===== src/rtl/core/lss_pkg.sv =====
package lss_pkg;

    localparam int MAX_LINE_SAMPLES_DEF = 4096;
    localparam int MAX_LINES_DEF = 65536;
    localparam int FRACTION_BITS_DEF = 16;
    localparam int QUEUE_DEPTH = 2;
    localparam int CFG_INDEX_W = 3;
    localparam int CFG_DATA_W = 17;

    typedef enum logic [CFG_INDEX_W-1:0] {
        CFG_BIT_DEPTH        = 3'd0,
        CFG_SHIFT_ENABLE     = 3'd1,
        CFG_SAMPLES_PER_LINE = 3'd2,
        CFG_LINES_PER_BUFFER = 3'd3,
        CFG_LINE_SELECT      = 3'd4
    } cfg_index_t;

    typedef enum logic [2:0] {
        B_IDLE,
        B_MUL_N,
        B_MUL_SUM,
        B_DIV_VAR,
        B_SQRT,
        B_DIV_MEAN,
        B_FINISH
    } back_state_t;

    typedef struct packed {
        logic [31:0] sample;
        logic        start_of_buffer;
        logic [31:0] buffer_id;
    } in_item_t;

    typedef struct packed {
        logic [15:0] line_used;
        logic [31:0] min_value;
        logic [31:0] max_value;
        logic [47:0] mean_q16;
        logic [47:0] std_dev_q16;
        logic [31:0] buffer_tag;
    } out_item_t;

endpackage


===== src/rtl/core/lss_back.sv =====
module lss_back #(
    parameter int MAX_LINE_SAMPLES = lss_pkg::MAX_LINE_SAMPLES_DEF,
    parameter int FRACTION_BITS = lss_pkg::FRACTION_BITS_DEF,
    parameter int REQ_W = 16
) (
    input  logic               clk,
    input  logic               rst_n,
    input  logic               q_empty,
    input  logic [REQ_W-1:0]   q_data,
    output logic               q_pop,
    input  logic               pop,
    output logic               empty,
    output lss_pkg::out_item_t result
);
    import lss_pkg::*;

    localparam int NW = $clog2(MAX_LINE_SAMPLES + 1);
    localparam int CW = $clog2(MAX_LINE_SAMPLES);
    localparam int SUMW = 32 + CW;
    localparam int SQW = 64 + CW;
    localparam int DW = SQW + NW;
    localparam int NNW = 2 * NW;
    localparam int VW0 = DW + 2 * FRACTION_BITS;
    localparam int VW = VW0 + (VW0 % 2);
    localparam int HW = VW / 2;
    localparam int RMW = HW + 2;
    localparam int CNTW = $clog2(VW + 1);

    typedef struct packed {
        logic [15:0]     line;
        logic [31:0]     min_v;
        logic [31:0]     max_v;
        logic [SUMW-1:0] sum;
        logic [SQW-1:0]  sq;
        logic [NW-1:0]   n;
        logic [31:0]     tag;
    } req_t;

    back_state_t state_reg, state_next;
    req_t        req_reg, req_in;

    logic [DW-1:0]   prod_reg, t1_reg, mcand_reg, prod_step;
    logic [SUMW-1:0] mplier_reg;
    logic [CNTW-1:0] cnt_reg;
    logic [VW-1:0]   div_reg, div_step;
    logic [NNW-1:0]  divisor_reg, r_reg, r_step;
    logic [NNW:0]    r_sh;
    logic            r_ge;
    logic [RMW-1:0]  rem_reg, rem_step, rem_sh, trial;
    logic [HW-1:0]   root_reg, root_step;
    logic [DW-1:0]   var_num;
    logic            res_valid_reg, res_free, res_load, step_last;

    assign req_in    = req_t'(q_data);
    assign res_free  = !res_valid_reg || pop;
    assign empty     = !res_valid_reg;
    assign step_last = cnt_reg == CNTW'(1);

    always_comb
    begin
        prod_step = prod_reg + (mplier_reg[0] ? mcand_reg : '0);
        var_num   = (t1_reg >= prod_step) ? t1_reg - prod_step : '0;

        r_sh     = {r_reg, div_reg[VW-1]};
        r_ge     = r_sh >= {1'b0, divisor_reg};
        r_step   = r_ge ? NNW'(r_sh - {1'b0, divisor_reg}) : r_sh[NNW-1:0];
        div_step = {div_reg[VW-2:0], r_ge};

        rem_sh = {rem_reg[RMW-3:0], div_reg[VW-1:VW-2]};
        trial  = {root_reg, 2'b01};
        if (rem_sh >= trial)
        begin
            rem_step  = rem_sh - trial;
            root_step = {root_reg[HW-2:0], 1'b1};
        end
        else
        begin
            rem_step  = rem_sh;
            root_step = {root_reg[HW-2:0], 1'b0};
        end
    end

    always_comb
    begin
        state_next = state_reg;
        unique case (state_reg)
            B_IDLE:     if (!q_empty) state_next = B_MUL_N;
            B_MUL_N:    if (step_last) state_next = B_MUL_SUM;
            B_MUL_SUM:  if (step_last) state_next = B_DIV_VAR;
            B_DIV_VAR:  if (step_last) state_next = B_SQRT;
            B_SQRT:     if (step_last) state_next = B_DIV_MEAN;
            B_DIV_MEAN: if (step_last) state_next = B_FINISH;
            B_FINISH:   if (res_free) state_next = B_IDLE;
            default:    state_next = B_IDLE;
        endcase
    end

    always_comb
    begin
        q_pop    = (state_reg == B_IDLE) && !q_empty;
        res_load = (state_reg == B_FINISH) && res_free;
    end

    always_ff @(posedge clk or negedge rst_n)
    begin
        if (!rst_n)
        begin
            state_reg     <= B_IDLE;
            res_valid_reg <= 1'b0;
        end
        else
        begin
            state_reg <= state_next;
            if (res_load)
                res_valid_reg <= 1'b1;
            else if (pop)
                res_valid_reg <= 1'b0;
        end
    end

    always_ff @(posedge clk)
    begin
        unique case (state_reg)
            B_IDLE:
            begin
                req_reg     <= req_in;
                prod_reg    <= '0;
                mcand_reg   <= DW'(req_in.sq);
                mplier_reg  <= SUMW'(req_in.n);
                divisor_reg <= NNW'(req_in.n) * NNW'(req_in.n);
                cnt_reg     <= CNTW'(NW);
            end
            B_MUL_N:
            begin
                if (step_last)
                begin
                    t1_reg     <= prod_step;
                    prod_reg   <= '0;
                    mcand_reg  <= DW'(req_reg.sum);
                    mplier_reg <= req_reg.sum;
                    cnt_reg    <= CNTW'(SUMW);
                end
                else
                begin
                    prod_reg   <= prod_step;
                    mcand_reg  <= {mcand_reg[DW-2:0], 1'b0};
                    mplier_reg <= mplier_reg >> 1;
                    cnt_reg    <= cnt_reg - CNTW'(1);
                end
            end
            B_MUL_SUM:
            begin
                if (step_last)
                begin
                    div_reg <= VW'(var_num) << (2 * FRACTION_BITS);
                    r_reg   <= '0;
                    cnt_reg <= CNTW'(VW);
                end
                else
                begin
                    prod_reg   <= prod_step;
                    mcand_reg  <= {mcand_reg[DW-2:0], 1'b0};
                    mplier_reg <= mplier_reg >> 1;
                    cnt_reg    <= cnt_reg - CNTW'(1);
                end
            end
            B_DIV_VAR:
            begin
                div_reg <= div_step;
                r_reg   <= r_step;
                if (step_last)
                begin
                    rem_reg  <= '0;
                    root_reg <= '0;
                    cnt_reg  <= CNTW'(HW);
                end
                else
                    cnt_reg <= cnt_reg - CNTW'(1);
            end
            B_SQRT:
            begin
                rem_reg  <= rem_step;
                root_reg <= root_step;
                if (step_last)
                begin
                    div_reg     <= VW'(req_reg.sum) << FRACTION_BITS;
                    divisor_reg <= NNW'(req_reg.n);
                    r_reg       <= '0;
                    cnt_reg     <= CNTW'(VW);
                end
                else
                begin
                    div_reg <= {div_reg[VW-3:0], 2'b00};
                    cnt_reg <= cnt_reg - CNTW'(1);
                end
            end
            B_DIV_MEAN:
            begin
                div_reg <= div_step;
                r_reg   <= r_step;
                cnt_reg <= cnt_reg - CNTW'(1);
            end
            B_FINISH:
            begin
                if (res_load)
                begin
                    result.line_used   <= req_reg.line;
                    result.min_value   <= req_reg.min_v;
                    result.max_value   <= req_reg.max_v;
                    result.mean_q16    <= 48'(div_reg);
                    result.std_dev_q16 <= 48'(root_reg);
                    result.buffer_tag  <= req_reg.tag;
                end
            end
            default: ;
        endcase
    end

endmodule


===== config.mk =====
export PLATFORM = sky130hd
export DESIGN_NAME = lss_back
export DESIGN_NICKNAME = d
export VERILOG_FILES = /design/src/rtl/core/lss_pkg.sv /design/src/rtl/core/lss_back.sv
export SDC_FILE = /design/constraint.sdc
export NUM_CORES = 1
export LEC_CHECK = 0
export BUFFER_PORTS_ARGS = -buffer_cell sky130_fd_sc_hd__buf_2
export CAP_MARGIN = 20
export CORE_AREA = 2 2 183 185
export DETAILED_ROUTE_END_ITERATION = 8
export DIE_AREA = 0 0 185 187
export GPL_ROUTABILITY_DRIVEN = 0
export GPL_TIMING_DRIVEN = 0
export PLACE_DENSITY = 0.83
export SYNTH_ARGS = -nofsm -noshare
export SYNTH_HDL_FRONTEND = slang
export SYNTH_SLANG_ARGS = --single-unit

===== constraint.sdc =====
create_clock -name clk -period 11 [get_ports clk]
set_clock_uncertainty 0.2 [all_clocks]
set_input_delay 0.55 -clock clk [delete_from_list [all_inputs] [get_ports clk]]
set_output_delay 0.55 -clock clk [all_outputs]
set_load 0.02 [all_outputs]

==> reports/metrics.yaml <==
clock_network:
  cts-buffers-inserted: 39
  worstSkewPairLatency_ns: 0.53
  cts_tree: "built"
  cts_max_level: 2
  max-clock-path-buffers: 3
  cts-root-buf: "clkbuf_16"
  cts_setup_buffers: 0
  cts_sinks: 383
  clk_pin_slew_worst_paths_ns: 0.07
sta:
  period_minus_slack_ns: 4.14
  fmax_mhz: 241
  holdWs_ns: 0.0100
  post-route-period-util_pct: 37.6
  finalSetupViolations: 0
  rsz0062_at_grt: "false"
  max_slew_margin_pct: 36.8
  tightest_slew_ns: 0.947
  slew_violations: 0
  hold_violations: 0
route:
  routedWlPerCell_um: 17.7
  met2WireLength_mm: 20.7
  routed_wl_mm: 41.5
  initialDrtViolationCount: 1167
  via_per_inst: 5.72
  route.met3.wl_mm: 2.72
  drc: 0
  firstDrtPassIters: 5
  highest_layer: "met4"
  wl_met1_mm: 16.6
  ant_nets: 0
  num_vias: 13427
setup_path:
  path_buf_inv: 3
  crit_chain: "ha_1 -> clkbuf_1 -> a21oi_1 -> o211ai_1 -> or3_1 -> o21ai_1 -> o32a_1 -> o21ai_2 -> o31ai_4 -> buf_4 -> buf_2 -> a22oi_1 -> nor2_1"
  cp.arrival_ns: 4.29
  slowest_delay_ns: 0.51
  cp.required_ns: 11.15
  critPathCaptureType: "flip-flop"
  critPathLaunchType: "flip-flop"
  crit_type: "flip-flop to flip-flop"
  startpoint: "rem_reg[8]$_SDFFCE_PN0P_"
  worstPathMaxFanout: 10
  r2r_start: "rem_reg[8]$_SDFFCE_PN0P_"
  cp_top_family: "compound AO/OA/AOI/OAI gates"
  slowest_stage: "o21ai_1"
yosys:
  synth_top_family_by_area: "compound AO/OA/AOI/OAI gates"
  ys_top_cells_by_area: "edfxtp_1, a22o_1, ha_1, buf_4, a21oi_1"
  yosysTopAreaCell: "edfxtp_1"
  synth_compound_area_share_pct: 15.8
  netlist_instances: 1572
  synth_ff_type: "edfxtp_1"
  async_reset_ff_share_pct: 1.04
  syn_area_mm2: 0.0190
  synth_xor_area_share_pct: 2.63
  synthAdderAreaFrac_pct: 4.29
  synth-simple-area-share_pct: 8.77
  syn_avg_cell_area_um2: 12.1
  synth_edf_count: 379
  ys_warn_count: 0
  synth_top_area_share_pct: 60.0
  ys_seq_area_share_pct: 60.5
  ys_ff_latch: 383
  synth_cell_types: 74
  synth_mux_area_share_pct: 0.481
die:
  die_x_um: 185
  ios: 230
  die-area_mm2: 0.0346
  core_area_mm2: 0.0329
  rows: 67
  initial_core_util_pct: 57.7
  die_h_um: 187
pwr:
  finalPower_mw: 4.48
  seqPwrFrac_pct: 49.3
  switching_share_pct: 29.4
  intPower_mw: 3.16
  combPwrFrac_pct: 20.9
  powerDensity_mw_per_mm2: 202
  ir_worst_vdd_v: 0.000229
  leakage_nw: 8.88
  clkPwrFrac_pct: 29.8
  p_switching_mw: 1.32
cells_and_area:
  final_common_cell: "edfxtp_1"
  mostFrequentLayoutCells: "edfxtp_1, buf_2, nor2_1"
  area_growth_syn_to_layout_pct: 16.9
  n_antenna_cell: 0
  fillers: 2373
  layout.cells.non_filler: 2346
  drive_gt1_share_pct: 18.3
  largest_register_ff_count: 122
  fin_nets: 1952
  finalInstanceArea_mm2: 0.0222
place:
  dp_hpwl_mm: 28.8
  detailed_place.area_mm2: 0.0207
  dp_cells: 2260
  io_buffers: 133
grt:
  grt_max_degree: 123
  antenna_found_initial: 0
  grt_use_total_pct: 23.5
  grt_pass1_wl_mm: 65.3
  grt-ovfl-total: 0
  first_global_vias: 12832
worst_hold_path:
  hold_class: "input pin to flip-flop"
  worstHoldStart: "q_data[9]"
run:
  drv_cap: 0
run_status:
  status: "completed"
[power by group through the flow]
stage / Sequential [mW] / Clock [mW] / Combinational, mW
after global placement: 2.24 / 0 / 0.860
after detailed placement: 2.23 / 0 / 0.913
final: 2.21 / 1.34 / 0.935
after floorplan: 2.18 / 0 / 0.712
after global routing: 2.24 / 1.41 / 1.02
after CTS: 2.21 / 1.36 / 0.926
[cells in the mapped netlist (all sizes together) (4+ instances only)]
cell type	count
o21a	9
o31ai	6
a21o	41
nor2	148
nand2b	10
o21bai	10
inv	80
a21oi	113
o21ai	57
o211ai	10
edfxtp	379
dfrtp	4
xnor2	30
o22ai	5
buf	123
or3	10
o31a	5
ha	65
nand4	22
and4	4
clkbuf	63
a31oi	8
and3	5
a22o	120
a211oi	11
nand2	104
a211o	4
xor2	27
nor2b	8
nand3	21
nor3	17
mux2i	8
[cells by family after synthesis]
| kind of cell | Yosys count |
|---|---|
| DFF | 383 |
| muxes | 9 |
| buffers and inverters | 266 |
| other | 1 |
| xor gates and xnor gates | 57 |
| adders and majority gates | 65 |
| and+or+nand+nor | 368 |
| AOI/OAI and AO/OA | 423 |
[what timing repair did]
| item | CTS | global route |
|---|---|---|
| gates resized for setup | 0 | 0 |
| hold buffers | 14 | 0 |
| endpoints found under the hold margin | 17 | 0 |
[final timing paths]
check,depth (start not counted),endpoint,slack (ns)
max,13,rem_reg[46]$_SDFFCE_PN0P_,6.86
min,1,req_reg[9]$_DFFE_PN_,0.01
max reg2reg,13,rem_reg[46]$_SDFFCE_PN0P_,6.86
min reg2reg,0,result[0]$_DFFE_PP_,0.21
max in group asynchronous,2,state_reg[2]$_DFFE_PN0P_,10.28
min in group asynchronous,2,res_valid_reg$_DFFE_PN0P_,0.20
[per-layer routing]
layer | up-vias | GRT usage, %
li1 | 6229 | -
met1 | 6522 | 30.9
met2 | 556 | 39.8
met3 | 120 | 3.60
met4 | 0 | 8.15
met5 | - | 0
[stage by stage]
| step | setup TNS (ns) | utilization, % | setup slack [ns] |
|---|---|---|---|
| 2_1_floorplan | 0 | - | 0.985 |
| 3_3_place_gp | -298.63 | 62.5 | -2.68 |
| 3_5_place_dp | 0 | 63.1 | 6.99 |
| 4_1_cts | 0 | 67.5 | 6.95 |
| 5_1_grt | 0 | 67.5 | 6.71 |
| 6_report | 0 | 67.5 | 6.86 |
[area by class of cell]
type | instances | area (µm²) | area share, %
clock inverters | 25 | 268 | 1.21
clock buffers | 47 | 1030 | 4.63
repair buffers | 159 | 970 | 4.37
plain buffers | 186 | 1110 | 5.03
inverters | 80 | 300 | 1.35
well taps | 448 | 561 | 2.53
flip-flops and latches | 383 | 11500 | 51.8
multi-input cells | 1018 | 6460 | 29.1
No activity file was read; power rests on OpenSTA's default activity.
