$ cat config.mk
export PLATFORM = sky130hd
export DESIGN_NAME = lss_queue
export DESIGN_NICKNAME = d
export VERILOG_FILES = /design/src/rtl/core/lss_pkg.sv /design/src/rtl/core/lss_queue.sv
export SDC_FILE = /design/constraint.sdc
export NUM_CORES = 1
export LEC_CHECK = 0
export ABC_AREA = 1
export BUFFER_PORTS_ARGS = -buffer_cell sky130_fd_sc_hd__buf_2
export CORE_UTILIZATION = 42
export CTS_CLUSTER_DIAMETER = 100
export CTS_CLUSTER_SIZE = 20
export DETAILED_ROUTE_END_ITERATION = 8
export GPL_TIMING_DRIVEN = 0
export PLACE_DENSITY = 0.72
export SLEW_MARGIN = 5
export SYNTH_ARGS = -nofsm -noshare
export SYNTH_HDL_FRONTEND = slang
export SYNTH_SLANG_ARGS = --single-unit
$ cat constraint.sdc
create_clock -name clk -period 4.23 [get_ports clk]
set_input_delay 0.423 -clock clk [delete_from_list [all_inputs] [get_ports clk]]
set_output_delay 0.423 -clock clk [all_outputs]
set_load 0.01 [all_outputs]
$ cat src/rtl/core/lss_pkg.sv
package lss_pkg;

    localparam int MAX_LINE_SAMPLES_DEF = 4096;
    localparam int MAX_LINES_DEF = 65536;
    localparam int FRACTION_BITS_DEF = 16;
    localparam int QUEUE_DEPTH = 2;
    localparam int CFG_INDEX_W = 3;
    localparam int CFG_DATA_W = 17;

    typedef enum logic [CFG_INDEX_W-1:0] {
        CFG_BIT_DEPTH        = 3'd0,
        CFG_SHIFT_ENABLE     = 3'd1,
        CFG_SAMPLES_PER_LINE = 3'd2,
        CFG_LINES_PER_BUFFER = 3'd3,
        CFG_LINE_SELECT      = 3'd4
    } cfg_index_t;

    typedef enum logic [2:0] {
        B_IDLE,
        B_MUL_N,
        B_MUL_SUM,
        B_DIV_VAR,
        B_SQRT,
        B_DIV_MEAN,
        B_FINISH
    } back_state_t;

    typedef struct packed {
        logic [31:0] sample;
        logic        start_of_buffer;
        logic [31:0] buffer_id;
    } in_item_t;

    typedef struct packed {
        logic [15:0] line_used;
        logic [31:0] min_value;
        logic [31:0] max_value;
        logic [47:0] mean_q16;
        logic [47:0] std_dev_q16;
        logic [31:0] buffer_tag;
    } out_item_t;

endpackage

$ cat src/rtl/core/lss_queue.sv
module lss_queue #(
    parameter int WIDTH = 16,
    parameter int DEPTH = lss_pkg::QUEUE_DEPTH
) (
    input  logic             clk,
    input  logic             rst_n,
    input  logic             push,
    input  logic [WIDTH-1:0] push_data,
    input  logic             pop,
    output logic [WIDTH-1:0] pop_data,
    output logic             full,
    output logic             empty
);
    import lss_pkg::*;

    localparam int PW = (DEPTH > 1) ? $clog2(DEPTH) : 1;
    localparam int KW = $clog2(DEPTH + 1);

    logic [WIDTH-1:0] store_reg [DEPTH];
    logic [PW-1:0]    wr_reg, rd_reg;
    logic [KW-1:0]    count_reg;
    logic             do_push, do_pop;

    assign full     = count_reg == KW'(DEPTH);
    assign empty    = count_reg == '0;
    assign do_push  = push && !full;
    assign do_pop   = pop && !empty;
    assign pop_data = store_reg[rd_reg];

    always_ff @(posedge clk)
    begin
        if (do_push)
            store_reg[wr_reg] <= push_data;
    end

    always_ff @(posedge clk or negedge rst_n)
    begin
        if (!rst_n)
        begin
            wr_reg    <= '0;
            rd_reg    <= '0;
            count_reg <= '0;
        end
        else
        begin
            if (do_push)
                wr_reg <= (32'(wr_reg) == DEPTH - 1) ? '0 : wr_reg + PW'(1);
            if (do_pop)
                rd_reg <= (32'(rd_reg) == DEPTH - 1) ? '0 : rd_reg + PW'(1);
            if (do_push && !do_pop)
                count_reg <= count_reg + KW'(1);
            else if (do_pop && !do_push)
                count_reg <= count_reg - KW'(1);
        end
    end

`ifndef SYNTH
    a_count_bound: assert property (@(posedge clk) disable iff (!rst_n)
        32'(count_reg) <= DEPTH)
        else $error("queue count beyond depth");
    a_push_grows: assert property (@(posedge clk) disable iff (!rst_n)
        (do_push && !do_pop) |=> count_reg == $past(count_reg) + KW'(1))
        else $error("queue count did not grow on push");
    a_pop_legal: assert property (@(posedge clk) disable iff (!rst_n)
        pop |-> !empty)
        else $error("request taken from an empty queue");
`endif

endmodule

==> metrics, run 1 <==
RSZ-0062 raised after global routing=no; cell count after synthesis=115; GRT Overall Usage=0.1468; post-synthesis sequential area ratio=0.7565; routed wire length=~2.3 mm; Fin Setup TNS=0 ps; first-pass GRT wire length=3.581 mm; power per cell area=approximately 650 nW/um^2; GP Congestion=0.6798; Yosys Warn Count=0; Worst Setup End Kind=output pin; Overflow after GRT=0; Final Hold Vio Count=0; clock-pin slew on the worst setup and hold paths=110 ps; die height=59.79 um; slew margin rel.=0.4490; Worst-Margin Slew=825.6 ps; max-slew violation count=0; Remaining DRCs=0; CP Max Fanout=10; Tmin final=approximately 1800 ps; Worst Path Required=3810 ps; die area=between 3000 and 4000 um^2; wire per inst=11.46 um; DR pass1 iterations=4; H-tree levels=2; Die W=59.79 um; syn_nets=roughly 140; Synth cell types=17; CP Class=flip-flop to output pin; status=finished clean; CTS tree=built; Area growth syn-to-layout=21.68%; Avg Synthesized Cell Area=~12 um^2; cts bufs inserted=5; max_cap viols=0; Ant. Diodes=0; Leak Pwr=0.0007792 uW; pin count of the biggest net entering global routing=17; data arrival time at the worst-slack endpoint=1400 ps; IO Pins=38; vias per cell=4.605; clk sink count=36; Seq. cell area=1061 um^2; combined area of the multi-input logic cells=between 200 and 300 um^2; starting density of the core=0.4520; DP HPWL=1.639 mm; Yosys reg bits=36; Max Freq=549.0 MHz; Initial DRC Count=32; FILL cells=296; worst-skew pair later-pin latency=340 ps; cts repair resizes=0; I/O Buffers=37; Routed Antenna Nets=0; vias in the first global route=858; Max Buffers Root-to-Sink=2; Site Rows=20; Final Cycle Share=0.4306; final setup violating endpoints=0; total power=1104 uW; antenna violations before repair=0; share of layout cells above drive strength 1=0.3230; Core Util, Final=0.5500; critical path startpoint category=flip-flop; clock root buffer=clkbuf_4; most frequent cells in the layout=nand2_1 (57), buf_2 (38), edfxtp_1 (32); Peak VDD IR=0.0003928 V; Largest register FFs=32; Final #Nets=181; commonest non-fill, non-tap cell in the layout=nand2_1; Syn Std Cell Area=about 1400 um^2; Clock Skew=11.93 ps; Hold WC Path Type=input pin to flip-flop; core area=3103 um^2; Vias=944
==> synth_stat cells <==
| cell type | instances | share of area |
|---|---|---|
| buf_2 | 1 | 0.0036 |
| buf_4 | 2 | 0.011 |
| dfrtp_1 | 4 | 0.071 |
| edfxtp_1 | 32 | 0.69 |
| nor2_4 | 1 | 0.0080 |
| o21ai_1 | 2 | 0.0071 |
| nand3b_1 | 1 | 0.0054 |
| nand3_1 | 1 | 0.0036 |
| nor2_1 | 2 | 0.0054 |
| nor2_2 | 1 | 0.0045 |
| xnor2_1 | 1 | 0.0062 |
| nand4_1 | 1 | 0.0045 |
| nand2_1 | 57 | 0.15 |
| inv_4 | 1 | 0.0045 |
| ha_1 | 1 | 0.0089 |
| inv_1 | 6 | 0.016 |
| inv_2 | 1 | 0.0027 |
==> final timing paths <==
check / from / slack [ps] / cells past startpoint / end
worst min-delay path: push_data[11] / 270 / 1 / store_reg[1][11]
max in group asynchronous: rst_n / 3700 / 2 / rd_reg
worst min register to register: wr_reg / 490 / 2 / wr_reg
worst max-delay path: rd_reg / 2410 / 6 / pop_data[2]
min in group asynchronous: rst_n / 420 / 2 / count_reg[1]
worst max register to register: count_reg[0] / 2580 / 2 / store_reg[1][12]
==> timing repair <==
item / CTS / global route
setup endpoints to repair: 0 / 0
setup buffers: 0 / 0
endpoints found under the hold margin: 4 / 0
hold buffers: 1 / 0
==> critical path: stages (launching register included) <==
cell	delay [ps]
dfrtp_1	370
buf_4	170
inv_4	100
buf_4	180
nand2_1	60
nand2_1	70
buf_2	130
==> final cells by class <==
cell class,instances,area share
plain buffers,3,0.01173
clock buffers,5,0.02199
clock inverters,3,0.008065
inverters,8,0.01906
multi-input cells,68,0.1708
flip-flops and latches,36,0.6217
well taps,44,0.03226
repair buffers,38,0.1144
==> per-stage QoR <==
step | area [um^2] | hold WS [ps] | cells | setup slack, ps
final | 1707 | 269.5 | 205 | 2409
after global routing | 1707 | 246.0 | 205 | 2316
after CTS | 1704 | 268.1 | 205 | 2167
after detailed placement | 1643 | 233.4 | 196 | 2182
after global placement | 1643 | 233.0 | 196 | 2209
after floorplan | 1403 | 127.4 | 115 | 2595
==> power breakdown <==
part | leakage (uW) | internal, uW | switching, uW
Sequential | 0.000346 | 489 | 33.5
Combinational | 0.000401 | 152 | 265
Clock | 0.0000324 | 60.9 | 103
Total | 0.000779 | 702 | 402
==> cells by family after synthesis <==
logic type      synth area share
simple gates              0.1838
flops                     0.7565
buf+inv                  0.03746
compound gates          0.007137
xor+xnor                0.006246
fa+ha+maj               0.008919
==> metal layers <==
| layer | vias up | global-route usage | part of all wire |
|---|---|---|---|
| li1 | 467 | - | - |
| met1 | 436 | 0.1623 | 0.43 |
| met2 | 37 | 0.2381 | 0.48 |
| met3 | 4 | 0.06494 | 0.075 |
| met4 | 0 | 0.07641 | 0.011 |
| met5 | - | 0 | 0 |
(Power assumes the default switching activity.)
==> inputs of run 2 (changes only) <==
--- a/config.mk
+++ b/config.mk
@@ -5,7 +5,7 @@
 export SDC_FILE = /design/constraint.sdc
 export NUM_CORES = 1
 export LEC_CHECK = 0
-export ABC_AREA = 1
+export ABC_AREA = 0
 export BUFFER_PORTS_ARGS = -buffer_cell sky130_fd_sc_hd__buf_2
 export CORE_UTILIZATION = 42
 export CTS_CLUSTER_DIAMETER = 100
==> constraint.sdc (replaced) <==
create_clock -name clk -period 1.8 [get_ports clk]
set_input_delay 0.18 -clock clk [delete_from_list [all_inputs] [get_ports clk]]
set_output_delay 0.18 -clock clk [all_outputs]
set_load 0.01 [all_outputs]
==> run 2 against run 1 <==
Sequential share of layout area decreased by 0.091 points. Synthesized cell count decreased by 40%. Design area increased by 0.15%. Synthesized area unchanged. Worst hold slack got worse by 240 ps. Register-to-register slack got worse by 2400 ps. Die area unchanged. Via count decreased by 22%. Sequential power increased by 140%. Wire length decreased by 8.1%. Non-clock buffer count decreased by 1. Critical endpoint is now store_reg[1][11].
==> metrics, run 2 <==
status=finished clean; Core Util, Final=0.5508 (+0.0008060); commonest non-fill, non-tap cell in the layout=buf_2; Peak VDD IR=0.0008822 V (+120%); Site Rows=20 (unchanged); clock-pin slew on the worst setup and hold paths=100 ps (about the same); critical path startpoint category=flip-flop; first-pass GRT wire length=3.298 mm (-7.9%); Synth Area in Adders=0.008921 (unchanged); clk sink count=36 (unchanged); Fin Setup TNS=0 ps (unchanged); Clock Skew=13.65 ps (+1.724 ps); pin count of the biggest net entering global routing=17 (unchanged); post-synthesis sequential area ratio=0.7565 (unchanged); cell count after synthesis=69 (-40%); GP Congestion=0.6383 (-6.1%); worst-skew pair later-pin latency=330 ps (about the same); most frequent cells in the layout=buf_2 (37), edfxtp_1 (32), mux2_4 (9); Post-synth EDFFs=32 (unchanged); Overflow after GRT=0 (unchanged); ys async rst share=0.1111 (unchanged); Yosys Warn Count=0 (unchanged); DR pass1 iterations=4 (unchanged); setup bufs post-CTS=0 (unchanged); Yosys reg bits=36 (unchanged); Worst Path Required=1760 ps (-2050 ps); Seq. cell area=1061 um^2 (unchanged); FILL cells=268 (-9.5%); WP buf/inv=0 (-4); synth cell count leaders=edfxtp_1 (32), mux2_4 (9), mux2_2 (7); die height=59.79 um (unchanged); GRT Overall Usage=0.1387 (-0.008116); Final Cycle Share=0.9207; max-slew violation count=0 (unchanged); I/O Buffers=37 (unchanged); CP max stage delay=670 ps (+300 ps); Initial DRC Count=18 (-44%); post-synthesis mux area share=0.1525 (+0.1525); vias per cell=4.629 (+0.52%); Final #Nets=135 (-25%); Post-Synth XOR/XNOR Area=0.03122 (+0.02498); power per cell area=1532 nW/um^2 (+140%); clock root buffer=clkbuf_4; Worst-Margin Slew=756.1 ps (-69.51 ps); Ant. Diodes=0 (unchanged); dominant cell by count in the synthesized netlist=edfxtp_1; critical path's top delay family=simple AND/OR/NAND/NOR gates; cts bufs inserted=5 (unchanged); antenna violations before repair=0 (unchanged); slew margin rel.=0.4960 (+0.04693); Max Freq=just over 600 MHz; largest family of logic cells by synthesized area=multiplexers; syn_nets=90 (-34%); Syn Std Cell Area=1403 um^2 (unchanged); Yosys top cell area share=0.6851 (unchanged); die area=3575 um^2 (unchanged); CP Max Fanout=16 (+6); Synth cell types=15 (-2); Hold WC Path Type=input pin to flip-flop; Tmin final=~1700 ps; final design area excluding fillers=1709 um^2 (+0.15%); Vias=736 (-22%); routed wire length=2.159 mm (-8.1%); H-tree levels=2 (unchanged); Simple-Gate Fraction of Synth Area=0.01963 (-0.1641); max_cap viols=0 (unchanged); CTS tree=built; Synth Area in Compound Gates=0.003568 (-0.003568); DP Area=1643 um^2 (unchanged); vias in the first global route=733 (-15%); Largest register FFs=32 (unchanged); Max Buffers Root-to-Sink=2 (unchanged); CP Class=flip-flop to flip-flop; Remaining DRCs=0 (unchanged); Die W=59.79 um (unchanged); DP HPWL=1.473 mm (-10%); final setup violating endpoints=0 (unchanged); core area=3103 um^2 (unchanged); top cell type by total area after synthesis=edfxtp_1; Leak Pwr=0.0006960 uW (-11%); RSZ-0062 raised after global routing=no; Final Hold Vio Count=0 (unchanged); wire per inst=13.58 um (+19%); IO Pins=38 (unchanged); starting density of the core=0.4520 (unchanged); data arrival time at the worst-slack endpoint=1620 ps (+220 ps); Worst Setup End Kind=flip-flop; combined area of the multi-input logic cells=310.3 um^2 (+6.4%); share of layout cells above drive strength 1=0.5304 (+0.2075); CP cell instances=nand2b_1 -> and3_1; Routed Antenna Nets=0 (unchanged); Avg Synthesized Cell Area=20.33 um^2 (+67%); slowest CP cell=and3_1; synth top area cells=edfxtp_1 (69%), mux2_4 (9.6%), dfrtp_1 (7.1%); Top FF cell, synth=edfxtp_1; Area growth syn-to-layout=21.86%
run 2: cell count changes after synthesis, moves of 2 or more:
cell,previous run,this run
nand2_1,57,1
mux2_4,0,9
mux2_2,0,7
inv_1,6,2
buf_4,2,0
xnor2_1,1,3
xor2_1,0,2
run 2: cell type report:
class / count / area share
clock inverters: 1 / 0.002196
multi-input cells: 29 / 0.1816
inverters: 2 / 0.004392
flip-flops and latches: 36 / 0.6208
plain buffers: 2 / 0.01830
repair buffers: 38 / 0.1142
clock buffers: 7 / 0.02635
well taps: 44 / 0.03221
run 2: metrics by stage:
step	std cells	total power, uW	setup slack (ps)	hold WS [ps]
finish	159	2618	142.8	28.67
detailed placement	150	2250	-354.5	-10.95
global placement	150	2206	-282.3	-12.90
CTS	159	2652	31.00	10.42
floorplan	69	1944	68.53	-115.6
global route	159	2781	55.96	7.020
run 2: power breakdown:
group | total [uW] | switching (uW) | leakage (uW) | internal (uW)
combinational | 986 | 473 | 0.000325 | 513
sequential | 1240 | 88.8 | 0.000344 | 1160
clock | 388 | 238 | 0.0000269 | 150
total | 2620 | 800 | 0.000696 | 1820
run 2: kinds of logic after synthesis:
group,after synthesis
flip-flops,36
multiplexers,16
AND/OR/NAND/NOR,6
XOR/XNOR,5
buffers and inverters,4
AO/OA/AOI/OAI,1
adder cells (fa/ha/maj),1
run 2: worst reg2reg max path, stage by stage (launching register included):
cell and delay [ps]:
dfrtp_1 440, nand2b_1 180, and3_1 670
run 2: final timing paths:
path | startpoint | endpoint | slack, ps | cells past startpoint
min in group asynchronous | rst_n | wr_reg | 170 | 2
max in group asynchronous | rst_n | rd_reg | 1510 | 2
setup reg to reg | count_reg[0] | store_reg[1][11] | 140 | 2
setup / recovery | count_reg[0] | store_reg[1][11] | 140 | 2
hold reg to reg | count_reg[1] | count_reg[1] | 530 | 1
hold / removal | push_data[1] | store_reg[1][1] | 30 | 1
run 2: repair_timing:
action | in CTS | in global routing
hold buffers | 1 | 0
pin swaps | 0 | 0
hold endpoints to repair | 4 | 0
cloned | 0 | 0
resized for setup | 1 | 1
setup endpoints to repair | 16 | 16
run 2: per-layer routing:
metal | GRT usage | up-vias | share of wire | routed length [um]
li1 | - | 347 | - | -
met1 | 0.1472 | 360 | 0.38 | 819
met2 | 0.2286 | 23 | 0.54 | 1171
met3 | 0.04762 | 6 | 0.059 | 127
met4 | 0.09967 | 0 | 0.019 | 41
met5 | 0 | - | 0 | 0
==> inputs of run 3 (changes only) <==
--- a/config.mk
+++ b/config.mk
@@ -11,8 +11,7 @@
 export CTS_CLUSTER_DIAMETER = 100
 export CTS_CLUSTER_SIZE = 20
 export DETAILED_ROUTE_END_ITERATION = 8
-export GPL_TIMING_DRIVEN = 0
-export PLACE_DENSITY = 0.72
+export PLACE_DENSITY_LB_ADDON = 0.12
 export SLEW_MARGIN = 5
 export SYNTH_ARGS = -nofsm -noshare
 export SYNTH_HDL_FRONTEND = slang
==> run 3 against run 2 <==
Combinational power is 6.1% lower. Sequential cell count stayed put. Sequential share of layout area is 1.1 points lower. First-iteration DRC count fell by 11%. Total power down 1.8%. Highest routed layer unchanged. Setup slack got worse by 8.6 ps.
==> metrics, run 3 (same netlist as run 2, synthesis figures left out) <==
Ant. Diodes=0 (unchanged); setup bufs post-CTS=0 (unchanged); antenna violations before repair=0 (unchanged); Tmin final=1666 ps (+8.580 ps); Routed Antenna Nets=0 (unchanged); max-slew violation count=0 (unchanged); RSZ-0062 raised after global routing=no; slowest CP cell=dfrtp_2; Final Cycle Share=0.9254 (+0.004767); wire per inst=12.79 um (-5.8%); critical path startpoint category=flip-flop; GRT Overall Usage=0.1433 (+0.004587); Worst R2R End=count_reg[1]; DP HPWL=1.502 mm (+2.0%); Largest register FFs=32 (unchanged); CP Max Fanout=8 (-8); Worst-Margin Slew=221.2 ps (-534.8 ps); DR pass1 iterations=6 (+2); Vias=753 (+2.3%); starting density of the core=0.4520 (unchanged); Max Buffers Root-to-Sink=2 (unchanged); max_cap viols=0 (unchanged); IO Pins=38 (unchanged); startpoint of the worst hold path=push_data[11]; H-tree levels=2 (unchanged); Max Freq=600.3 MHz (-0.52%); Max Used Layer=met4; slew margin rel.=0.8515 (+0.3556); clock root buffer=clkbuf_4; Worst Hold Depth=1 (unchanged); Logic pwr share=0.360 (-0.016); CP cell instances=buf_4 -> mux2_2 -> buf_2; Site Rows=20 (unchanged); Final Hold Vio Count=0 (unchanged); R2R cell count=7 (+5); first-pass GRT wire length=3.408 mm (+3.3%); Overflow after GRT=0 (unchanged); CTS tree=built; r2r startpoint=count_reg[0]; cts bufs inserted=5 (unchanged); Leak Pwr=0.0007158 uW (+2.8%); routed wire length=2.110 mm (-2.3%); sink of the worst hold path=store_reg[1][11]; WP buf/inv=2 (+2); Int Pwr=1801 uW (-0.97%); share of layout cells above drive strength 1=0.5207 (-0.009774); core area=3103 um^2 (unchanged); Clk pwr share=0.150 (+0.002); CP max stage delay=470 ps (-200 ps); net switching power=771.0 uW (-3.6%); most frequent cells in the layout=buf_2 (37), edfxtp_1 (32), mux2_4 (9); pin count of the biggest net entering global routing=17 (unchanged); Final #Nets=141 (+4.4%); CP Class=flip-flop to output pin; Peak VDD IR=0.0006546 V (-26%); Die W=59.79 um (unchanged); commonest non-fill, non-tap cell in the layout=buf_2; critical path's top delay family=flip-flops; power per cell area=1477 nW/um^2 (-3.6%); clock-pin slew on the worst setup and hold paths=100 ps (about the same); Worst Setup End Kind=output pin; switch share=0.2998 (-0.005601); GP Congestion=0.6293 (-1.4%); Worst Path Required=1620 ps (-140 ps); final setup violating endpoints=0 (unchanged); vias in the first global route=765 (+4.4%); vias per cell=4.564 (-1.4%); data arrival time at the worst-slack endpoint=1490 ps (-130 ps); met2 WL post-DR=1.092 mm (-6.7%); Fin Setup TNS=0 ps (unchanged); Seq pwr share=0.490 (+0.015); die area=3575 um^2 (unchanged); worst-skew pair later-pin latency=320 ps (about the same); Area growth syn-to-layout=24.17%; Clock Skew=3.654 ps (-9.996 ps); Post-Route M1 WL=853 um (+4.2%); die height=59.79 um (unchanged); status=finished clean; FF-to-FF setup slack=270 ps (+130 ps); Remaining DRCs=0 (unchanged); clk sink count=36 (unchanged); Initial DRC Count=16 (-2); I/O Buffers=37 (unchanged); Hold WC Path Type=input pin to flip-flop; wire length on met3=123 um (-3.1%); total power=2572 uW (-1.8%)
[run 3: worst register-to-register path, stage by stage (launching register included)]
cell	delay, ps
dfrtp_1	440
nand2b_1	200
nand2_1	130
inv_1	60
ha_1	210
xor2_1	140
nor2_1	120
xor2_1	160
[run 3: per-layer routing]
metal / track usage / up-vias
met5: 0 / -
met4: 0.06977 / 0
met3: 0.07359 / 6
met2: 0.2365 / 23
met1: 0.1499 / 363
li1: - / 361
[run 3: power groups by stage]
stage | registers (uW) | logic, uW | clock network [uW]
after CTS | 1270 | 944 | 405
after detailed placement | 1280 | 942 | 0
after floorplan | 1230 | 709 | 0
after global placement | 1270 | 929 | 0
final | 1260 | 926 | 385
after global routing | 1290 | 1030 | 451
[run 3: area by class of cell]
| cell class | instances | area [um^2] |
|---|---|---|
| clock buffers | 7 | 45.04 |
| clock inverters | 1 | 3.754 |
| fillers | 287 | 1361 |
| inverters | 2 | 7.507 |
| multi-input cells | 29 | 302.8 |
| flip-flops and latches | 36 | 1062 |
| well taps | 44 | 55.05 |
| repair buffers | 46 | 265.3 |
[run 3: how the worst max path moves through the flow]
stage                       from         endpoint  slack (ps)  cells after the start
floorplan           count_reg[0]  store_reg[0][0]          70                      3
global placement    count_reg[0]     count_reg[1]         360                      7
detailed placement  count_reg[0]     count_reg[1]         280                      6
CTS                       rd_reg      pop_data[9]          90                      3
global route              rd_reg      pop_data[9]          20                      3
finish                    rd_reg      pop_data[9]         130                      3
[run 3: per-stage QoR]
stage	instances	setup WS, ps	area [um^2]	hold slack [ps]	utilization
after floorplan	69	68.53	1403	-115.6	-
after global placement	152	357.0	1642	-6.163	0.5290
after detailed placement	152	279.9	1642	-4.273	0.5290
after CTS	161	94.46	1702	16.95	0.5484
after global routing	165	20.66	1742	0.8177	0.5613
final	165	134.2	1742	39.58	0.5613
[run 3: repair_timing]
item	CTS	global route
gates resized for setup	1	0
hold endpoints to repair	4	7
hold buffers	1	4
endpoints found under the setup margin	1	0
