$ cat src/rtl/core/lss_pkg.sv
package lss_pkg;

    localparam int MAX_LINE_SAMPLES_DEF = 4096;
    localparam int MAX_LINES_DEF = 65536;
    localparam int FRACTION_BITS_DEF = 16;
    localparam int QUEUE_DEPTH = 2;
    localparam int CFG_INDEX_W = 3;
    localparam int CFG_DATA_W = 17;

    typedef enum logic [CFG_INDEX_W-1:0] {
        CFG_BIT_DEPTH        = 3'd0,
        CFG_SHIFT_ENABLE     = 3'd1,
        CFG_SAMPLES_PER_LINE = 3'd2,
        CFG_LINES_PER_BUFFER = 3'd3,
        CFG_LINE_SELECT      = 3'd4
    } cfg_index_t;

    typedef enum logic [2:0] {
        B_IDLE,
        B_MUL_N,
        B_MUL_SUM,
        B_DIV_VAR,
        B_SQRT,
        B_DIV_MEAN,
        B_FINISH
    } back_state_t;

    typedef struct packed {
        logic [31:0] sample;
        logic        start_of_buffer;
        logic [31:0] buffer_id;
    } in_item_t;

    typedef struct packed {
        logic [15:0] line_used;
        logic [31:0] min_value;
        logic [31:0] max_value;
        logic [47:0] mean_q16;
        logic [47:0] std_dev_q16;
        logic [31:0] buffer_tag;
    } out_item_t;

endpackage

$ cat src/rtl/core/lss_front.sv
module lss_front #(
    parameter int MAX_LINE_SAMPLES = lss_pkg::MAX_LINE_SAMPLES_DEF,
    parameter int MAX_LINES = lss_pkg::MAX_LINES_DEF,
    parameter int REQ_W = 16
) (
    input  logic                               clk,
    input  logic                               rst_n,
    input  logic                               accept,
    input  lss_pkg::in_item_t                  item,
    input  logic                               cfg_write,
    input  logic [lss_pkg::CFG_INDEX_W-1:0]    cfg_index,
    input  logic [lss_pkg::CFG_DATA_W-1:0]     cfg_data,
    output logic                               req_push,
    output logic [REQ_W-1:0]                   req_data
);
    import lss_pkg::*;

    localparam int NW = $clog2(MAX_LINE_SAMPLES + 1);
    localparam int CW = $clog2(MAX_LINE_SAMPLES);
    localparam int RW = $clog2(MAX_LINES);
    localparam int LW = $clog2(MAX_LINES + 1);
    localparam int SUMW = 32 + CW;
    localparam int SQW = 64 + CW;

    typedef struct packed {
        logic [15:0]     line;
        logic [31:0]     min_v;
        logic [31:0]     max_v;
        logic [SUMW-1:0] sum;
        logic [SQW-1:0]  sq;
        logic [NW-1:0]   n;
        logic [31:0]     tag;
    } req_t;

    logic [5:0]  bit_depth_reg;
    logic        shift_enable_reg;
    logic [12:0] samples_per_line_reg;
    logic [16:0] lines_per_buffer_reg;
    logic [15:0] line_select_reg;

    logic [CW-1:0]   column_reg, column_next, column_eff;
    logic [RW-1:0]   row_reg, row_next, row_eff;
    logic            done_reg, done_next, done_eff;
    logic [31:0]     min_reg, min_next;
    logic [31:0]     max_reg, max_next;
    logic [SUMW-1:0] sum_reg, sum_next;
    logic [SQW-1:0]  sq_reg, sq_next;
    logic [31:0]     tag_reg, tag_next;

    logic [NW-1:0] n_eff;
    logic [LW-1:0] lines_eff;
    logic [15:0]   sel;
    logic [31:0]   cond;
    logic [63:0]   square;
    logic          row_match;
    logic          last;
    req_t          req;

    always_ff @(posedge clk or negedge rst_n)
    begin
        if (!rst_n)
        begin
            bit_depth_reg        <= 6'd16;
            shift_enable_reg     <= 1'b0;
            samples_per_line_reg <= 13'd1024;
            lines_per_buffer_reg <= 17'd65536;
            line_select_reg      <= 16'd0;
        end
        else if (cfg_write)
        begin
            unique case (cfg_index_t'(cfg_index))
                CFG_BIT_DEPTH:        bit_depth_reg        <= cfg_data[5:0];
                CFG_SHIFT_ENABLE:     shift_enable_reg     <= cfg_data[0];
                CFG_SAMPLES_PER_LINE: samples_per_line_reg <= cfg_data[12:0];
                CFG_LINES_PER_BUFFER: lines_per_buffer_reg <= cfg_data[16:0];
                CFG_LINE_SELECT:      line_select_reg      <= cfg_data[15:0];
                default: ;
            endcase
        end
    end

    always_comb
    begin
        if (samples_per_line_reg == 13'd0)
            n_eff = NW'(1);
        else if (32'(samples_per_line_reg) > 32'(MAX_LINE_SAMPLES))
            n_eff = NW'(MAX_LINE_SAMPLES);
        else
            n_eff = NW'(samples_per_line_reg);

        if (lines_per_buffer_reg == 17'd0)
            lines_eff = LW'(1);
        else if (32'(lines_per_buffer_reg) > 32'(MAX_LINES))
            lines_eff = LW'(MAX_LINES);
        else
            lines_eff = LW'(lines_per_buffer_reg);

        if (32'(line_select_reg) > 32'(lines_eff) - 32'd1)
            sel = 16'(32'(lines_eff) - 32'd1);
        else
            sel = line_select_reg;

        if (bit_depth_reg <= 6'd8)
            cond = {24'd0, item.sample[7:0]};
        else if (bit_depth_reg <= 6'd16)
            cond = shift_enable_reg ? {20'd0, item.sample[15:4]} : {16'd0, item.sample[15:0]};
        else
            cond = item.sample;

        square = {32'd0, cond} * {32'd0, cond};

        column_eff = item.start_of_buffer ? '0 : column_reg;
        row_eff    = item.start_of_buffer ? '0 : row_reg;
        done_eff   = item.start_of_buffer ? 1'b0 : done_reg;
        tag_next   = item.start_of_buffer ? item.buffer_id : tag_reg;

        row_match = 32'(row_eff) == 32'(sel);
        last      = 32'(column_eff) >= 32'(n_eff) - 32'd1;

        if (column_eff == '0)
        begin
            min_next = '1;
            max_next = '0;
            sum_next = '0;
            sq_next  = '0;
        end
        else
        begin
            min_next = min_reg;
            max_next = max_reg;
            sum_next = sum_reg;
            sq_next  = sq_reg;
        end

        if (row_match)
        begin
            if (cond < min_next)
                min_next = cond;
            if (cond > max_next)
                max_next = cond;
            sum_next = sum_next + SUMW'(cond);
            sq_next  = sq_next + SQW'(square);
        end

        req_push  = accept && last && row_match && !done_eff;
        done_next = done_eff || req_push;

        if (last)
        begin
            column_next = '0;
            if (32'(row_eff) + 32'd1 >= 32'(lines_eff))
                row_next = '0;
            else
                row_next = row_eff + RW'(1);
        end
        else
        begin
            column_next = column_eff + CW'(1);
            row_next    = row_eff;
        end

        req.line  = sel;
        req.min_v = min_next;
        req.max_v = max_next;
        req.sum   = sum_next;
        req.sq    = sq_next;
        req.n     = n_eff;
        req.tag   = tag_next;
        req_data  = REQ_W'(req);
    end

    always_ff @(posedge clk or negedge rst_n)
    begin
        if (!rst_n)
        begin
            column_reg <= '0;
            row_reg    <= '0;
            done_reg   <= 1'b0;
            min_reg    <= '1;
            max_reg    <= '0;
            sum_reg    <= '0;
            sq_reg     <= '0;
            tag_reg    <= '0;
        end
        else if (accept)
        begin
            column_reg <= column_next;
            row_reg    <= row_next;
            done_reg   <= done_next;
            min_reg    <= min_next;
            max_reg    <= max_next;
            sum_reg    <= sum_next;
            sq_reg     <= sq_next;
            tag_reg    <= tag_next;
        end
    end

endmodule

$ cat config.mk
export PLATFORM = sky130hd
export DESIGN_NAME = lss_front
export DESIGN_NICKNAME = d
export VERILOG_FILES = /design/src/rtl/core/lss_pkg.sv /design/src/rtl/core/lss_front.sv
export SDC_FILE = /design/constraint.sdc
export NUM_CORES = 1
export LEC_CHECK = 0
export ABC_AREA = 1
export BUFFER_PORTS_ARGS = -buffer_cell sky130_fd_sc_hd__buf_2
export CAP_MARGIN = 20
export CORE_MARGIN = 8
export CORE_UTILIZATION = 35
export DETAILED_ROUTE_END_ITERATION = 8
export GPL_ROUTABILITY_DRIVEN = 0
export GPL_TIMING_DRIVEN = 0
export SYNTH_ARGS = -nofsm -noshare
export SYNTH_HDL_FRONTEND = slang
export SYNTH_SLANG_ARGS = --single-unit
$ cat constraint.sdc
create_clock -name clk -period 12.9 [get_ports clk]
set_clock_uncertainty 0.1 [all_clocks]
set_input_delay 0.645 -clock clk [delete_from_list [all_inputs] [get_ports clk]]
set_output_delay 0.645 -clock clk [all_outputs]
set_load 0.01 [all_outputs]
==> reports/metrics.yaml, run 1 <==
avgRoutedWirePerCell_um: 14.4
synthArstFlopShare_pct: 100
finalNetCount: 1175
stdcell_count: 1276
grt_max_degree: 48
seqPwrFrac_pct: 35.1
io_pins: 106
cts_resized: 0
cts_hold_buf: 0
endpoint_kind: "output pin"
portBuffers: 56
crit_path_end: "req_push"
finalSetupTns_ps: 0
synthTopCellsByArea: "dfrtp_1 33%, nand2_1 14%, ha_1 9.1%"
clk_pin_slew_ps: 70
hold_viol: 0
ys_warn_count: 0
rsz0062_at_grt: "false"
drv_slew: 0
min_path_type: "in2async"
syn_area_per_cell_sq_um: 6.94
final-seq-area_sq_mm: 0.00228
root_buffer: "clkbuf_16"
rows: 50
worst_path_most_repeated_cell: "nand2_1"
worstSetupStartpoint: "lines_per_buffer_reg[8]"
multi_input_area_sq_mm: 0.00376
routed_via_density: 4.87
cpMaxStageDelayCell: "dfrtp_1"
hpwl_mm: 14.6
relSlewSlack_pct: 52.8
largest_register_ffs: 17
die-height_um: 155
worst_ep_required_time_ps: 12150
clockBufferDepth: 2
grt_pass1_wl_mm: 30.4
grt_pass1_vias: 5936
ys_seq_area_share_pct: 33.9
p_int_uw: 606
synth_seq_cells: 91
die-area_sq_mm: 0.0239
reg2reg_from: "lines_per_buffer_reg[8]"
syn_area_sq_mm: 0.00672
status: "completed"
ys.flop_type: "dfrtp_1"
start_util_pct: 35.8
numCtsBuffers: 9
clkLatencyLatePin_ps: 360
cts_tree: "built"
drt_iter0_drc: 421
drv_cap: 0
htree_levels: 3
synthCells: 969
start_kind: "register"
worst-endpoint-arrival_ps: 5360
period_minus_slack_ps: 6110
yosys.area.top_type_share_pct: 33.1
setup_violations: 0
p_leak_uw: 0.00396
synth_cell_types: 42
power.share.clock_pct: 26.3
rr_worst_depth: 30
synth_edf_count: 0
cts_sinks: 91
num_antenna_cells: 0
ir_worst_vdd_v: 0.0000842
fill_cells: 1985
crit_type: "reg2out"
p_comb_share_pct: 38.6
area_growth_pct: 13.4
pre_cts_slack_ps: 7160
power_switching_uw: 427
dieWidth_um: 155
tightestPinTransition_ps: 706
wl_mm: 18.3
drive_gt1_share_pct: 8.83
grt_antenna_before_repair: 0
dr.pass1.iters: 5
drc: 0
cts_setup_buffers: 0
synth_area_leader_cell: "dfrtp_1"
post-place-cells: 1260
p_per_area_mw_per_mm2: 135
fin_crit_sh_pct: 47.4
r2r_setup_slack_ps: 7910
track_usage_pct: 15.7
finalWorstSetupSlack_ps: 6790
cp_max_fo: 10
ant_nets: 0
worstReg2RegEnd: "done_reg"
switching_share_pct: 41.4
core_area_sq_mm: 0.0188
vias: 6217
grt.overflow.total: 0
max_freq_mhz: 164
synthesis.nets: 1107
critPathMaxStageDelay_ps: 490
final cells by class:
cell class	count	share of cell area, %
flip-flops and latches	91	29.9
inverters	143	7.04
repair buffers	57	4.07
plain buffers	33	1.99
well taps	234	3.84
clock inverters	7	0.952
clock buffers	9	2.95
multi-input cells	702	49.3
how the worst min path moves through the flow:
stage | from | to | slack (ps) | depth (start not counted)
3_3_place_gp | done_reg | done_reg | 360 | 2
3_5_place_dp | tag_reg[15] | tag_reg[15] | 380 | 2
2_1_floorplan | rst_n | column_reg[0] | 250 | 0
5_1_grt | rst_n | line_select_reg[13] | 240 | 1
6_report | rst_n | line_select_reg[13] | 190 | 1
4_1_cts | rst_n | line_select_reg[13] | 210 | 1
cells in the mapped netlist, types with 2 or more instances:
cell type	count
nand3_1	71
o21ai_1	3
dfrtp_1	89
nor4_1	2
o41ai_1	3
buf_2	4
nand3b_1	4
o21ai_0	106
xor2_1	23
ha_1	49
xnor2_1	14
a21oi_1	23
nand2_2	3
nor2_1	83
o221ai_1	16
o22ai_1	10
dfstp_2	2
buf_4	2
clkbuf_1	22
a211oi_1	2
inv_1	142
nor3_1	9
nand4_1	8
buf_1	3
nand2_1	258
buf_6	2
worst max-delay path, delay by kind of cell, from the launching register on:
kind / cells / cell delay (ps)
DFF: 1 / 490
buffers and inverters: 5 / 1000
AOI/OAI and AO/OA: 1 / 410
adders and majority gates: 2 / 480
and+or+nand+nor: 23 / 2630
cells in the final DEF (no fill, tap or decap), drive strengths merged, types with 2 or more instances in the layout:
cell type	instances
ha	49
o221ai	16
dfstp	2
nand4	8
nand3	72
nand2	262
nor4	2
inv	146
buf	68
xor2	23
or2	2
nor3	9
dfrtp	89
nand3b	4
clkbuf	31
o22ai	10
a211oi	2
o21ai	109
xnor2	14
a21oi	23
nor2	85
clkinv	3
o41ai	3
power by group through the flow:
stage / logic, uW / registers [uW] / clock network, uW
after floorplan: 303 / 352 / 0
after global placement: 390 / 366 / 0
after detailed placement: 399 / 367 / 0
after CTS: 401 / 362 / 277
after global routing: 461 / 368 / 289
final: 399 / 363 / 272
layer usage:
metal	GRT usage, %	vias up	routed length (um)
met5	0	-	0
met1	21.7	2784	9500
li1	-	3290	-
met4	4.85	0	234
met2	24.4	128	7890
met3	2.56	15	719
kinds of logic after synthesis:
logic type | synth area share [%]
AND/OR/NAND/NOR | 27.5
buffers and inverters | 10.2
AO/OA/AOI/OAI | 14.4
flip-flops | 33.9
adder cells (fa/ha/maj) | 9.12
XOR/XNOR | 4.82
through the flow:
step,total power (uW),hold WS (ps),util (%),cell area [sq um]
2_1_floorplan,654,249,-,6720
3_3_place_gp,756,364,38.9,7300
3_5_place_dp,766,376,39.0,7330
4_1_cts,1040,215,40.6,7620
5_1_grt,1120,241,40.6,7620
6_report,1030,194,40.6,7620
No activity file was read; power rests on OpenSTA's default activity.
==> run 2: changes to the inputs <==
--- a/config.mk
+++ b/config.mk
@@ -5,7 +5,7 @@
 export SDC_FILE = /design/constraint.sdc
 export NUM_CORES = 1
 export LEC_CHECK = 0
-export ABC_AREA = 1
+export ABC_AREA = 0
 export BUFFER_PORTS_ARGS = -buffer_cell sky130_fd_sc_hd__buf_2
 export CAP_MARGIN = 20
 export CORE_MARGIN = 8
==> constraint.sdc (replaced) <==
create_clock -name clk -period 6.25 [get_ports clk]
set_clock_uncertainty 0.1 [all_clocks]
set_input_delay 0.3125 -clock clk [delete_from_list [all_inputs] [get_ports clk]]
set_output_delay 0.3125 -clock clk [all_outputs]
set_load 0.01 [all_outputs]
==> reports/metrics.yaml, run 2 <==
worst_ep_required_time_ps: 5840  # -6310 ps
root_buffer: "clkbuf_16"
die-height_um: 156  # +0.71%
p_leak_uw: 0.00336  # -15%
avgRoutedWirePerCell_um: 18.9  # +31%
place_area_sq_mm: 0.00747  # +2.0%
fin_crit_sh_pct: 96.9
synthCells: 732  # -24%
die-area_sq_mm: 0.0242  # +1.4%
drv_slew: 0  # unchanged
synthTopCellsByArea: "dfrtp_1 33%, mux2_2 12%, ha_1 9.0%"
clockBufferDepth: 2  # unchanged
synth_top_family_by_area: "simple AND/OR/NAND/NOR gates"
fill_cells: 1937  # -2.4%
numCtsBuffers: 9  # unchanged
reg2reg_from: "samples_per_line_reg[5]"
worstReg2RegEnd: "row_reg[11]"
rr_worst_depth: 20  # -33%
routed_via_density: 5.70  # +17%
synth_simple_gate_area_share_pct: 20.6  # -7.0 points
portBuffers: 56  # unchanged
synth-xor-area-share_pct: 2.82  # -2.0 points
p_comb_share_pct: 40.4  # +1.8 points
pre_cts_slack_ps: -1070  # -8230 ps
io_pins: 106  # unchanged
syn_area_per_cell_sq_um: 9.33  # +34%
design_area_sq_mm: 0.00801  # +5.1%
period_minus_slack_ps: 6060
relSlewSlack_pct: 42.9  # -9.9 points
grt.overflow.total: 0  # unchanged
p_per_area_mw_per_mm2: 280  # +110%
area_growth_pct: 17.3
cts_sinks: 91  # unchanged
ys_seq_area_share_pct: 33.4  # -0.53 points
finalWorstSetupSlack_ps: 192  # -6600 ps
finalNetCount: 946  # -19%
dieWidth_um: 156  # +0.71%
ys_warn_count: 0  # unchanged
hold_viol: 0  # unchanged
synth_cell_types: 80  # +90%
synth_adder_area_share_pct: 8.98  # -0.14 points
drc: 0  # unchanged
num_antenna_cells: 0  # unchanged
clk_pin_slew_ps: 70  # about the same
p_int_uw: 1370  # +130%
seqPwrFrac_pct: 35.3  # +0.2 points
endpoint_kind: "output pin"
track_usage_pct: 17.0  # +1.3 points
start_util_pct: 35.3  # -0.50 points
switching_share_pct: 38.8  # -2.5 points
grt_pass1_vias: 6015  # +1.3%
setup_violations: 0  # unchanged
min_path_type: "in2reg"
ant_nets: 0  # unchanged
wl_mm: 20.3  # +11%
cp_max_fo: 10  # unchanged
syn_area_sq_mm: 0.00683  # +1.6%
crit_path_end: "req_push"
r2r_setup_slack_ps: 890  # -7020 ps
hpwl_mm: 15.5  # +6.0%
cts_tree: "built"
synthMuxAreaShare_pct: 12.6  # +13 points
final_cell_mix: "85 x dfrtp_1, 71 x mux2_2, 58 x nand2_1, 56 x buf_2, 48 x ha_1"
dr.pass1.iters: 5  # unchanged
synthArstFlopShare_pct: 100  # unchanged
drt_iter0_drc: 572  # +36%
yosys.area.top_type_share_pct: 32.6  # -0.52 points
synth_edf_count: 0  # unchanged
rows: 51  # +2.0%
holdCritStartpoint: "item[0]"
final_common_cell: "dfrtp_1"
worst-endpoint-arrival_ps: 5650  # +290 ps
core_area_sq_mm: 0.0193  # +3.0%
power.share.clock_pct: 24.2  # -2.1 points
ir_worst_vdd_v: 0.000179  # +110%
yosys-top-cells-count: "89 x dfrtp_1, 71 x mux2_2, 59 x nand2_1, 49 x ha_1, 41 x o21ai_0"
tightestPinTransition_ps: 856  # +150 ps
synth-compound-area-share_pct: 18.4  # +4.0 points
grt_pass1_wl_mm: 32.8  # +7.9%
clkLatencyLatePin_ps: 360  # about the same
worstSetupStartpoint: "lines_per_buffer_reg[10]"
synthesis.nets: 870  # -21%
ys.flop_type: "dfrtp_1"
crit_type: "reg2out"
largest_register_ffs: 17  # unchanged
drive_gt1_share_pct: 25.5  # +17 points
htree_levels: 3  # unchanged
status: "completed"
yosysMostFrequentCell: "dfrtp_1"
grt_antenna_before_repair: 0  # unchanged
grt_max_degree: 65  # +35%
power_switching_uw: 872  # +100%
max_freq_mhz: 165
synth_seq_cells: 91  # unchanged
vias: 6142  # -1.2%
start_kind: "register"
synth_area_leader_cell: "dfrtp_1"
drv_cap: 0  # unchanged
[run 2: cell count changes in the layout (fill, tap and decap cells not counted), moves of 15 or more]
cell      delta
a22o_1      +16
inv_1      -125
mux2_2      +71
nand2_1    -200
nand2b_1    +15
nand3_1     -50
nor2_1      -46
nor2b_1     +24
o21ai_0     -65
xor2_1      -16
[run 2: logic make-up after synthesis]
group,count (synthesis)
and+or+nand+nor,259
muxes,77
adders and majority gates,49
buffers and inverters,54
AOI/OAI and AO/OA,180
xor gates and xnor gates,22
DFF,91
[run 2: power groups by stage]
stage | Sequential (uW) | Clock (uW) | Combinational, uW
3_3_place_gp | 782 | 0 | 823
3_5_place_dp | 785 | 0 | 833
5_1_grt | 807 | 582 | 1000
2_1_floorplan | 749 | 0 | 614
6_report | 794 | 545 | 908
4_1_cts | 788 | 564 | 849
[run 2: cell type report]
cell class / count / area [sq um] / share of cell area (%)
plain buffers: 28 / 136 / 1.70
clock buffers: 12 / 256 / 3.20
clock inverters: 4 / 31.3 / 0.390
inverters: 19 / 75.1 / 0.937
multi-input cells: 587 / 4470 / 55.8
flip-flops and latches: 91 / 2280 / 28.5
well taps: 265 / 332 / 4.14
repair buffers: 72 / 425 / 5.31
[run 2: worst min path at each step]
stage                    end  cells after the start
2_1_floorplan  column_reg[0]                      0
3_3_place_gp   column_reg[6]                      1
3_5_place_dp      row_reg[9]                      1
4_1_cts           tag_reg[0]                      2
5_1_grt          tag_reg[10]                      2
6_report          tag_reg[0]                      2
[run 2: stage by stage]
stage	hold WS (ps)	instances	util, %	setup TNS [ps]	power [uW]
2_1_floorplan	-83.1	732	-	0	1360
3_3_place_gp	366	1053	38.5	-1650	1610
3_5_place_dp	170	1054	38.6	-1700	1620
4_1_cts	82.1	1065	40.5	0	2200
5_1_grt	90.4	1078	41.4	-24.3	2390
6_report	89.0	1078	41.4	0	2250
[run 2: routing by layer]
metal	share of wire, %	GRT usage, %	up-vias
met3	6.6	3.77	40
met2	46	27.7	212
met1	45	22.0	2981
li1	-	-	2909
met5	0	0	-
met4	2.4	5.22	0
[run 2: repair_timing]
action	4_1_cts	5_1_grt
hold buffers	1	0
endpoints found under the hold margin	27	0
resized for setup	17	18
endpoints found under the setup margin	2	11
setup buffers	1	13
pin swaps	0	7
[run 2: worst max-delay path: stages (launching register included)]
cell,delay (ps)
dfrtp_1,390
buf_8,140
nor4_4,380
nand3_2,210
nor2_1,140
o21a_1,220
inv_2,80
ha_4,190
or4b_4,260
nor3_1,70
a221oi_2,340
nor2_1,110
ha_1,300
nand4_1,170
or2_1,320
a211oi_2,290
or4_4,260
nand2_2,90
buf_4,190
a21oi_1,350
o221ai_1,220
a2111oi_4,330
buf_2,190
==> run 3: changes to the inputs <==
--- a/config.mk
+++ b/config.mk
@@ -7,12 +7,13 @@
 export LEC_CHECK = 0
 export ABC_AREA = 0
 export BUFFER_PORTS_ARGS = -buffer_cell sky130_fd_sc_hd__buf_2
-export CAP_MARGIN = 20
+export CAP_MARGIN = 30
 export CORE_MARGIN = 8
 export CORE_UTILIZATION = 35
 export DETAILED_ROUTE_END_ITERATION = 8
 export GPL_ROUTABILITY_DRIVEN = 0
 export GPL_TIMING_DRIVEN = 0
+export REMOVE_ABC_BUFFERS = 1
 export SYNTH_ARGS = -nofsm -noshare
 export SYNTH_HDL_FRONTEND = slang
 export SYNTH_SLANG_ARGS = --single-unit
==> reports/metrics.yaml, run 3 (same netlist as run 2, synthesis figures left out) <==
wl_mm: 19.8  # -2.6%
avgRoutedWirePerCell_um: 18.3  # -2.7%
endpoint_kind: "output pin"
rows: 51  # unchanged
status: "completed"
die-area_sq_mm: 0.0242  # unchanged
max_freq_mhz: 166  # +0.65%
grt_pass1_wl_mm: 31.8  # -3.0%
grt_antenna_before_repair: 0  # unchanged
stdcell_count: 1079  # +0.093%
portBuffers: 57  # +1.8%
clockBufferDepth: 2  # unchanged
start_util_pct: 35.3  # unchanged
r2r_setup_slack_ps: 890  # about the same
die-height_um: 156  # unchanged
num_antenna_cells: 0  # unchanged
hpwl_mm: 14.6  # -5.6%
clk_pin_slew_ps: 70  # about the same
numCtsBuffers: 9  # unchanged
drt_iter0_drc: 436  # -24%
ir_worst_vdd_v: 0.000134  # -25%
final-seq-area_sq_mm: 0.00230  # +0.60%
drv_cap: 0  # unchanged
worst_ep_required_time_ps: 5840  # about the same
hold_end: "lines_per_buffer_reg[16]"
dr.pass1.iters: 5  # unchanged
area_growth_pct: 20.2
multi_input_area_sq_mm: 0.00452  # +1.0%
io_pins: 106  # unchanged
grt_max_degree: 60  # -7.7%
dieWidth_um: 156  # unchanged
htree_levels: 3  # unchanged
rr_worst_depth: 19  # -5.0%
period_minus_slack_ps: 6020  # -39.0 ps
setup_violations: 0  # unchanged
worstHoldPathCells: 2  # unchanged
clkLatencyLatePin_ps: 350  # about the same
root_buffer: "clkbuf_16"
start_kind: "register"
cts_tree: "built"
ant_nets: 0  # unchanged
hold_viol: 0  # unchanged
design_area_sq_mm: 0.00821  # +2.5%
worst-endpoint-arrival_ps: 5610  # -40 ps
largest_register_ffs: 17  # unchanged
routed_via_density: 5.63  # -1.1%
p_leak_uw: 0.00347  # +3.3%
fin_crit_sh_pct: 96.3  # -0.62 points
drive_gt1_share_pct: 29.9  # +4.4 points
tightestPinTransition_ps: 925  # +68.5 ps
min_path_type: "in2reg"
crit_type: "reg2out"
p_per_area_mw_per_mm2: 285  # +1.6%
vias: 6077  # -1.1%
worstReg2RegEnd: "row_reg[9]"
drc: 0  # unchanged
place_area_sq_mm: 0.00743  # -0.60%
core_area_sq_mm: 0.0193  # unchanged
grt_pass1_vias: 6021  # +0.10%
finalNetCount: 947  # +0.11%
cts_sinks: 91  # unchanged
track_usage_pct: 16.5  # -0.54 points
holdCritStartpoint: "cfg_data[16]"
post-place-cells: 1026  # -2.7%
worstSetupStartpoint: "lines_per_buffer_reg[10]"
finalSetupTns_ps: 0  # unchanged
drv_slew: 0  # unchanged
relSlewSlack_pct: 38.3  # -4.7 points
fin_total_pwr_uw: 2340  # +4.1%
final_cell_mix: "77 x dfrtp_1, 71 x mux2_2, 59 x nand2_1, 57 x buf_2, 48 x ha_1"
grt.overflow.total: 0  # unchanged
reg2reg_from: "samples_per_line_reg[5]"
fill_cells: 1854  # -4.3%
final_common_cell: "dfrtp_1"
final_core_util_pct: 42.5  # +1.0 points
cp_max_fo: 7  # -3
==> run 3: cell types whose count changed in the layout (fill, tap and decap cells not counted), moves of 3 or more <==
| cell | delta |
|---|---|
| dfrtp_2 | +8 |
| buf_1 | -3 |
| clkbuf_1 | -18 |
| dfrtp_1 | -8 |
| buf_4 | +19 |
==> run 3: area by class of cell <==
cell class	count	area share (%)
timing repair buffer	100	8.22
multi-input combinational	587	55.0
clock inverter	3	0.564
timing repair inverter	1	0.0610
sequential	91	28.0
tap	265	4.04
clock buffer	13	3.17
inverter	19	0.915
==> run 3: critical path, stage by stage, from the launching register on <==
cell	delay, ps
dfrtp_2	460
nor4_4	90
nand3_2	150
nor2_2	40
o21a_2	220
inv_1	110
ha_4	170
or4b_4	540
nor4_2	230
o32a_1	220
nor2_1	50
or2_2	290
ha_1	300
nand4_1	140
or4_4	570
o31ai_2	120
a21oi_2	100
nand2_2	120
buf_4	160
mux2i_1	220
a32o_1	210
nand4_1	170
a2111oi_4	370
buf_2	190
==> run 3: power by group <==
group | leakage (uW) | internal, uW | switching [uW]
Clock | 0.000146 | 334 | 242
Combinational | 0.00220 | 448 | 506
Sequential | 0.00113 | 680 | 131
==> run 3: routing by layer <==
metal  routed length [um]  share of wire (%)  global-route usage (%)  up-vias
met2                 9120                 46                    26.6      211
li1                     -                  -                       -     2902
met5                    0                  0                       0        -
met4                  624                3.2                    6.52        0
met3                 1240                6.3                    3.85       44
met1                 8800                 44                    20.8     2920
==> run 3: through the flow <==
step                      hold slack [ps]  setup slack, ps
after floorplan                     -83.1              781
after global placement                362             -771
after detailed placement              202             -764
after CTS                            85.0             13.3
after global routing                 96.7            -90.3
final                                93.7              231
==> run 3: how the worst max path moves through the flow <==
stage	end	slack, ps
final	req_push	230
after global routing	req_push	-90
after CTS	req_push	10
after detailed placement	req_push	-760
after global placement	req_push	-770
after floorplan	req_push	780
==> run 3: repair_timing <==
item | in CTS | in global routing
hold endpoints to repair | 32 | 0
hold buffers | 1 | 0
cloned | 1 | 0
gates resized for setup | 22 | 23
endpoints found under the setup margin | 2 | 1
setup buffers | 5 | 30
pin swaps | 2 | 13
